**config.mk**
```make
export PLATFORM = sky130hd
export DESIGN_NAME = seven_segment_decimal_frames_core
export DESIGN_NICKNAME = d
export VERILOG_FILES = /design/src/design/ssdf_pkg.sv /design/src/design/seven_segment_decimal_frames_core.sv
export SDC_FILE = /design/constraint.sdc
export NUM_CORES = 1
export LEC_CHECK = 0
export BUFFER_PORTS_ARGS = -buffer_cell sky130_fd_sc_hd__buf_2
export CORE_ASPECT_RATIO = 0.6
export CORE_MARGIN = 5
export CORE_UTILIZATION = 45
export CTS_CLUSTER_DIAMETER = 60
export DETAILED_ROUTE_END_ITERATION = 12
export GPL_ROUTABILITY_DRIVEN = 0
export GPL_TIMING_DRIVEN = 0
export PLACE_DENSITY = 0.64
export SLEW_MARGIN = 20
export SYNTH_ARGS = -nofsm -noshare
export SYNTH_HDL_FRONTEND = slang
export SYNTH_SLANG_ARGS = --single-unit
```
**constraint.sdc**
```tcl
create_clock -name clk -period 7.2 [get_ports clk]
set_input_delay 0.36 -clock clk [delete_from_list [all_inputs] [get_ports clk]]
set_output_delay 0.36 -clock clk [all_outputs]
set_load 0.01 [all_outputs]
```
**src/design/ssdf_pkg.sv**
```systemverilog
`default_nettype none

package ssdf_pkg;

  localparam int NUM_W = 27;
  localparam int DOT_W = 8;
  localparam int SEL_W = 8;
  localparam int HALF_W = 14;

  // floor(n / 10000) = (n * DIV10K_MUL) >> DIV10K_SHIFT for every 27-bit n
  localparam logic [26:0] DIV10K_MUL = 27'd109951163;
  localparam int DIV10K_SHIFT = 40;
  localparam logic [26:0] TEN_K = 27'd10000;

  // floor(v / 10) = (v * DIV10_MUL) >> DIV10_SHIFT for every 14-bit v
  localparam logic [11:0] DIV10_MUL = 12'd3277;
  localparam int DIV10_SHIFT = 15;

  localparam logic [7:0] DOT_CLEAR = 8'h7f;

  typedef struct packed {
    logic [NUM_W-1:0] number;
    logic [DOT_W-1:0] point_mask;
  } request_t;

  typedef struct packed {
    logic [7:0]       segments;
    logic [SEL_W-1:0] digit_select;
    logic             last;
  } frame_t;

  function automatic logic [7:0] seg_code(input logic [3:0] digit);
    logic [7:0] code;
    case (digit)
      4'd0: code = 8'hc0;
      4'd1: code = 8'hf9;
      4'd2: code = 8'ha4;
      4'd3: code = 8'hb0;
      4'd4: code = 8'h99;
      4'd5: code = 8'h92;
      4'd6: code = 8'h82;
      4'd7: code = 8'hf8;
      4'd8: code = 8'h80;
      4'd9: code = 8'h90;
      default: code = 8'hff;
    endcase
    return code;
  endfunction

endpackage

`default_nettype wire

```
**src/design/seven_segment_decimal_frames_core.sv**
```systemverilog
// Channel   Signals                  Beat taken when
// request   start, busy, request     rising edge with start high and busy low
// frame     strobe, frame            rising edge ending the cycle strobe is high
//
// Each request gives DIGITS frames on consecutive cycles, rightmost digit first.
// The digit serialiser peels one decimal digit per cycle and loads the next request
// as the last digit goes out. A request passes stages 2 and 3 and the serialiser before
// its first frame is registered; up to three further requests queue in the front stages.
// Synchronous reset empties every stage; no frame is shown during or straight after it.
// The receiver cannot stall; busy rises only while the front stages are full.
`default_nettype none

module seven_segment_decimal_frames_core #(
  parameter int DIGITS = 8
) (
  input  wire logic              clk,
  input  wire logic              rst,
  input  wire logic              start,
  output logic                   busy,
  input  wire ssdf_pkg::request_t request,
  output logic                   strobe,
  output ssdf_pkg::frame_t       frame
);

  import ssdf_pkg::*;

  localparam int PW = (DIGITS > 1) ? $clog2(DIGITS) : 1;
  localparam logic [PW-1:0] POS_LAST = PW'(DIGITS - 1);
  localparam logic [PW-1:0] POS_HALF = PW'(3);

  // stage 1: captured request
  logic              v1;
  logic [NUM_W-1:0]  num1;
  logic [DOT_W-1:0]  dot1;
  // stage 2: product for the split by 10000
  logic              v2;
  logic [NUM_W-1:0]  num2;
  logic [DOT_W-1:0]  dot2;
  logic [2*NUM_W-1:0] prod2;
  // stage 3: upper half (number / 10000) and lower four-digit half
  logic              v3;
  logic [HALF_W-1:0] hi3;
  logic [HALF_W-1:0] lo3;
  logic [DOT_W-1:0]  dot3;
  // stage 4: digit serialiser
  logic              ser_act;
  logic [PW-1:0]     pos;
  logic [HALF_W-1:0] cur;
  logic [HALF_W-1:0] hi_hold;
  logic [DOT_W-1:0]  dots;

  logic ser_end, ser_free, rdy1, rdy2, rdy3, accept;
  logic [HALF_W-1:0] hi_calc;
  logic [NUM_W-1:0]  lo_calc;
  logic [HALF_W+DIV10_SHIFT-1:0] q_prod;
  logic [HALF_W-1:0] q;
  logic [HALF_W-1:0] rem_full;
  logic [3:0]        digit;
  logic [7:0]        seg;

  assign ser_end  = (pos == POS_LAST);
  assign ser_free = !ser_act || ser_end;
  assign rdy3     = !v3 || ser_free;
  assign rdy2     = !v2 || rdy3;
  assign rdy1     = !v1 || rdy2;
  assign busy     = !rdy1;
  assign accept   = start && !busy;

  always_ff @(posedge clk) begin
    if (rst) begin
      v1 <= 1'b0;
    end else if (rdy1) begin
      v1 <= start;
    end
  end

  always_ff @(posedge clk) begin
    if (accept) begin
      num1 <= request.number;
      dot1 <= request.point_mask;
    end
  end

  always_ff @(posedge clk) begin
    if (rst) begin
      v2 <= 1'b0;
    end else if (rdy2) begin
      v2 <= v1;
    end
  end

  always_ff @(posedge clk) begin
    if (rdy2 && v1) begin
      num2  <= num1;
      dot2  <= dot1;
      prod2 <= (2*NUM_W)'(num1) * (2*NUM_W)'(DIV10K_MUL);
    end
  end

  assign hi_calc = prod2[DIV10K_SHIFT +: HALF_W];
  assign lo_calc = num2 - NUM_W'(hi_calc) * TEN_K;

  always_ff @(posedge clk) begin
    if (rst) begin
      v3 <= 1'b0;
    end else if (rdy3) begin
      v3 <= v2;
    end
  end

  always_ff @(posedge clk) begin
    if (rdy3 && v2) begin
      hi3  <= hi_calc;
      lo3  <= lo_calc[HALF_W-1:0];
      dot3 <= dot2;
    end
  end

  // one decimal digit per cycle from the current half
  assign q_prod   = (HALF_W+DIV10_SHIFT)'(cur) * (HALF_W+DIV10_SHIFT)'(DIV10_MUL);
  assign q        = q_prod[DIV10_SHIFT +: HALF_W];
  assign rem_full = cur - ((q << 3) + (q << 1));
  assign digit    = rem_full[3:0];
  assign seg      = dots[0] ? (seg_code(digit) & DOT_CLEAR) : seg_code(digit);

  always_ff @(posedge clk) begin
    if (rst) begin
      ser_act <= 1'b0;
      pos     <= '0;
    end else if (ser_free) begin
      ser_act <= v3;
      pos     <= '0;
    end else begin
      pos <= pos + 1'b1;
    end
  end

  always_ff @(posedge clk) begin
    if (ser_free) begin
      cur     <= lo3;
      hi_hold <= hi3;
      dots    <= dot3;
    end else begin
      // switch to the upper half after the fourth digit
      cur  <= (pos == POS_HALF) ? hi_hold : q;
      dots <= dots >> 1;
    end
  end

  always_ff @(posedge clk) begin
    if (rst) begin
      strobe <= 1'b0;
    end else begin
      strobe <= ser_act;
    end
  end

  always_ff @(posedge clk) begin
    frame.segments     <= seg;
    frame.digit_select <= SEL_W'(1) << pos;
    frame.last         <= ser_end;
  end

  a_sel_onehot: assert property (@(posedge clk) disable iff (rst)
    strobe |-> $onehot(frame.digit_select))
    else $error("frame select not one-hot");

  a_last_strobe: assert property (@(posedge clk) disable iff (rst)
    frame.last && strobe |-> frame.digit_select[DIGITS-1])
    else $error("last frame not on leftmost position");

  a_frames_contiguous: assert property (@(posedge clk) disable iff (rst)
    strobe && !frame.last |=> strobe)
    else $error("frame train broken before leftmost position");

  a_accept_fills: assert property (@(posedge clk) disable iff (rst)
    accept |=> v1)
    else $error("accepted beat not captured");

endmodule

`default_nettype wire

```
==> impl_metrics.tcl, run 1 <==
set metrics [dict create \
    synthXorXnorAreaFrac_pct 2.23 \
    nets 3002 \
    ys.flop_type "edfxtp_1" \
    worstPathRequired_ps 7390 \
    path_delay_family "adder cells" \
    synth_top_area_share_pct 33.8 \
    ioPinCount 57 \
    worstMarginPinSlew_ps 716 \
    wl_per_cell_um 19.9 \
    whs_path_depth 1 \
    crit_fanout 8 \
    dp.cells 2753 \
    ys_ff_latch 168 \
    clockBufferDepth 2 \
    post-synth-top-area-cell "fa_1" \
    muxShareOfSynthArea_pct 0.180 \
    rows 63 \
    synthCells 2044 \
    final_area_mm2 0.0246 \
    max-cap-violations 0 \
    fin_util_pct 50.0 \
    hp-class "in -> reg" \
    setup_viol 0 \
    min_to "num1[22]" \
    synth_top_family_by_area "adder cells" \
    cp.arrival_ps 7320 \
    dr.max_layer_used "met4" \
    yosysMostFrequentCell "inv_1" \
    ys_seq_area_share_pct 20.6 \
    drt_iter0_markers 1274 \
    cp_common_cell "fa_1" \
    synth_compound_area_share_pct 5.47 \
    synth_fa_ha_area_share_pct 56.3 \
    synth_area_per_cell_um2 10.9 \
    tritoncts "built" \
    ys_async_sr_fraction_pct 0 \
    grt_overflow 0 \
    coreArea_mm2 0.0491 \
    synth_cell_type_count 55 \
    wl_met1_um 27100 \
    initial_core_util_pct 45.3 \
    gr-usage-all-layers_pct 21.5 \
    cp_num_buf_inv 4 \
    hold_buffers 0 \
    vias 14400 \
    die_x_um 297 \
    syn_nets 2858 \
    cts_made_buffers 17 \
    worstPathCellList "ha_1 -> inv_1 -> fa_1 -> fa_1 -> inv_1 -> fa_1 -> inv_1 -> fa_1 -> inv_1 -> fa_1 -> ha_1 -> ha_1 -> nand3_1 -> nor3_1 -> o21ai_0 -> o21ai_1 -> o2111a_1 -> or2_1 -> a21oi_1 -> xnor2_1" \
    clk_pin_slew_ps 80 \
    dieArea_mm2 0.0541 \
    rsz0062_at_grt "false" \
    slew_viol_final 0 \
    finalHoldViolCount 0 \
    r2r-end "prod2[52]" \
    wl_met2_um 22800 \
    start_kind "flop" \
    antenna_found_initial 2 \
    r2r_slack_ps 60 \
    holdWs_ps 76.7 \
    insertion_delay_ps 450 \
    grt_max_degree 24 \
    grt_pass1_wl_um 88600 \
    syn_to_final_growth_pct 10.5 \
    synth_commonest_cells "inv_1, ha_1, fa_1" \
    n_fill_cell 4396 \
    reg2reg_from "num1[23]" \
    max_freq_mhz 140 \
    hold_start "request[30]" \
    route.met3.wl_um 6350 \
    port_buffers 56 \
    h-tree-depth 4 \
    place_area_mm2 0.0234 \
    grt_pass1_vias 15100 \
    cts.sinks 168 \
    maxSlewHeadroom_pct 52.3 \
    yosysWarnings 0 \
    diodes 0 \
    die_y_um 182 \
    fin_crit_ps 7140 \
    multi_input_area_mm2 0.0152 \
    finClkSkew_ps 19.9 \
    worstSetupEndpointType "flop" \
    wl_um 56800 \
    ant_nets 0 \
    critPathSlowestCell "edfxtp_1" \
    firstDrtPassIters 5 \
    drive_gt1_share_pct 7.81 \
    ctsRootBufferMaster "clkbuf_16" \
    synthSimpleGateAreaFrac_pct 4.01 \
    dp_hpwl_um 48200 \
    synth_area_mm2 0.0222 \
    regArea_mm2 0.00457 \
    viasPerCell 5.06 \
    synth.top_cells.by_area "fa_1, ha_1, edfxtp_1" \
    crit_path_max_incr_delay_ps 720 \
    synth-edff-count 121 \
    reg2regPathDepth 20 \
    crit_type "reg -> reg" \
    drc 0 \
    stdcell_count 2851 \
    status "complete, no violations" \
    fin_crit_sh_pct 99.1 \
]
-- area by class of cell --
cell class	count	area share, %
Multi-Input combinational cell	1214	62.0
Sequential cell	168	18.6
Inverter	651	9.95
Timing Repair Buffer	125	3.67
Tap cell	650	3.31
Clock buffer	18	1.75
Clock inverter	14	0.545
Buffer	11	0.173
-- worst max path at each step --
stage	from	endpoint	cells past startpoint
floorplan	num1[8]	prod2[52]	22
global placement	num1[12]	prod2[52]	20
detailed placement	num1[12]	prod2[52]	22
CTS	num1[16]	prod2[52]	20
global route	num1[23]	prod2[52]	20
finish	num1[23]	prod2[52]	20
-- flip-flops by register name, summed over array words and instances (netlist names) --
| register | count |
|---|---|
| v1 | 1 |
| num1 | 27 |
| hi_hold | 14 |
| v3 | 1 |
| strobe | 1 |
| ser_act | 1 |
| pos | 3 |
| frame | 17 |
| cur | 14 |
| prod2 | 14 |
| lo3 | 14 |
| dots | 8 |
| v2 | 1 |
| num2 | 14 |
| hi3 | 14 |
| dot3 | 8 |
| dot2 | 8 |
| dot1 | 8 |
-- through the flow --
step | setup WS [ps] | setup TNS (ps)
5_1_grt | 28.7 | 0
6_report | 62.6 | 0
3_3_place_gp | -197 | -456
3_5_place_dp | -244 | -607
2_1_floorplan | 1160 | 0
4_1_cts | 30.5 | 0
-- layout by cell type (no fill, tap or decap), drive strengths merged, types with 35 or more instances in the layout --
master	synthesis	final
buf	0	125
nor2	42	42
inv	651	659
ha	401	401
dfxtp	47	47
a21oi	63	63
o21ai	44	44
xnor2	35	35
fa	375	375
nand2	62	62
edfxtp	121	121
-- cells by family after synthesis --
logic type,Yosys count
mux,4
xor+xnor,55
buf+inv,662
fa+ha+maj,776
flops,168
simple gates,187
compound gates,192
-- layer usage --
layer | up-vias | global-route usage, %
met5 | - | 0
met4 | 0 | 2.99
met3 | 35 | 7.32
met2 | 531 | 30.3
met1 | 7216 | 33.0
li1 | 6651 | -
-- what timing repair did --
action | 4_1_cts | 5_1_grt
pin swaps | 0 | 0
endpoints found under the setup margin | 6 | 11
setup buffers | 20 | 46
resized for setup | 0 | 7
Power of run 1 is left out: the tool's default activity adds up to more than one toggle a clock period on the data nets, which glitch-free logic cannot reach.
==> run 2, diff against run 1 <==
- CTS_BUF_LIST: not set -> sky130_fd_sc_hd__clkbuf_16
==> run 2 against run 1 <==
Die area did not move. Via count barely moved. Worst hold slack barely moved.
==> impl_metrics.tcl, run 2 (same netlist as run 1, synthesis figures left out) <==
set metrics [dict create \
    wl_per_cell_um 19.9 \
    dp.cells 2753 \
    gr-usage-all-layers_pct 21.5 \
    reg.largest.list "num1 x27, frame x17" \
    drc 0 \
    tritoncts "built" \
    die_x_um 297 \
    dieArea_mm2 0.0541 \
    clk_pin_slew_ps 80 \
    wl_met2_um 22800 \
    critPathSlowestCell "edfxtp_1" \
    hp-class "in -> reg" \
    crit_fanout 8 \
    start_kind "flop" \
    vias 14400 \
    fin_crit_ps 7140 \
    crit_path_max_incr_delay_ps 720 \
    cts_made_buffers 17 \
    regArea_mm2 0.00457 \
    largest_reg_flops 27 \
    reg2reg_from "num1[23]" \
    ioPinCount 57 \
    route.met3.wl_um 6310 \
    n_fill_cell 4396 \
    wl_met1_um 27100 \
    diodes 0 \
    stdcell_count 2851 \
    clockBufferDepth 2 \
    rsz0062_at_grt "false" \
    drive_gt1_share_pct 7.81 \
    initial_core_util_pct 45.3 \
    regMostFlops "num1" \
    grt_pass1_vias 15100 \
    grt_max_degree 24 \
    fin_util_pct 50.0 \
    viasPerCell 5.06 \
    ant_nets 0 \
    coreArea_mm2 0.0491 \
    worstPathCellList "ha_1 -> inv_1 -> fa_1 -> fa_1 -> inv_1 -> fa_1 -> inv_1 -> fa_1 -> inv_1 -> fa_1 -> ha_1 -> ha_1 -> nand3_1 -> nor3_1 -> o21ai_0 -> o21ai_1 -> o2111a_1 -> or2_1 -> a21oi_1 -> xnor2_1" \
    maxSlewHeadroom_pct 52.3 \
    crit_type "reg -> reg" \
    antenna_found_initial 2 \
    cp_common_cell "fa_1" \
    r2r_slack_ps 60 \
    h-tree-depth 4 \
    dp_hpwl_um 48200 \
    multi_input_area_mm2 0.0152 \
    grt_overflow 0 \
    setup_viol 0 \
    fin_crit_sh_pct 99.1 \
    dpl_worst_slack_ps -244 \
    worstMarginPinSlew_ps 716 \
    worstPathRequired_ps 7390 \
    die_y_um 182 \
    most-common-layout-cells "inv_1, ha_1, fa_1" \
    ctsRootBufferMaster "clkbuf_16" \
    insertion_delay_ps 450 \
    reg2regPathDepth 20 \
    wl_um 56700 \
    max_freq_mhz 140 \
    whs_path_depth 1 \
    grt_pass1_wl_um 88600 \
    holdWs_ps 76.3 \
    min_to "num1[22]" \
    hold_start "request[30]" \
    dr.max_layer_used "met4" \
    layout_commonest_cell "inv_1" \
    nets 3002 \
    worstSetupStartpoint "num1[23]" \
    firstDrtPassIters 5 \
    finalHoldViolCount 0 \
    port_buffers 56 \
    r2r-end "prod2[52]" \
    rows 63 \
    finClkSkew_ps 19.9 \
    syn_to_final_growth_pct 10.5 \
    worstSetupEndpointType "flop" \
    status "complete, no violations" \
    cp.arrival_ps 7320 \
    worst_slack_ps 62.6 \
    slew_viol_final 0 \
    cts.sinks 168 \
    drt_iter0_markers 1274 \
    max-cap-violations 0 \
]
run 2: cell count changes in the layout (fill, tap and decap cells not counted), sizes merged:
cell | previous run | this run
clkbuf | 29 | 28
inv | 659 | 660
run 2: per-layer routing:
metal / global-route usage (%) / up-vias
met5: 0 / -
met4: 2.99 / 0
met3: 7.32 / 35
met2: 30.3 / 530
met1: 33.0 / 7222
li1: - / 6650
run 2: worst max-delay path by stage:
stage,depth (start not counted),end,slack [ps]
final,20,prod2[52],60
after global routing,20,prod2[52],30
after CTS,20,prod2[52],30
after detailed placement,22,prod2[52],-240
after global placement,20,prod2[52],-200
after floorplan,22,prod2[52],1160
run 2: repair_timing:
action	in CTS	in global routing
gates resized for setup	0	7
buffers inserted	20	46
hold buffers	0	0
endpoints found under the setup margin	6	11
run 2: area by class of cell:
cell class	count	area share (%)
plain buffers	11	0.173
clock buffers	17	1.73
clock inverters	15	0.560
inverters	651	9.95
multi-input cells	1214	62.0
flip-flops and latches	168	18.6
well taps	650	3.31
repair buffers	125	3.67
run 2: critical path: cells and delay by family, from the launching register on:
family / cells / cell delay (ps)
buf+inv: 4 / 520
xor+xnor: 1 / 140
fa+ha+maj: 8 / 3590
compound gates: 4 / 1110
simple gates: 3 / 800
flops: 1 / 720
run 2: stage by stage:
| stage | setup TNS, ps | area, um2 |
|---|---|---|
| 3_3_place_gp | -456 | 23300 |
| 4_1_cts | 0 | 24100 |
| 3_5_place_dp | -607 | 23400 |
| 2_1_floorplan | 0 | 22200 |
| 6_report | 0 | 24600 |
| 5_1_grt | 0 | 24600 |
Power of run 2 is left out for the same reason.
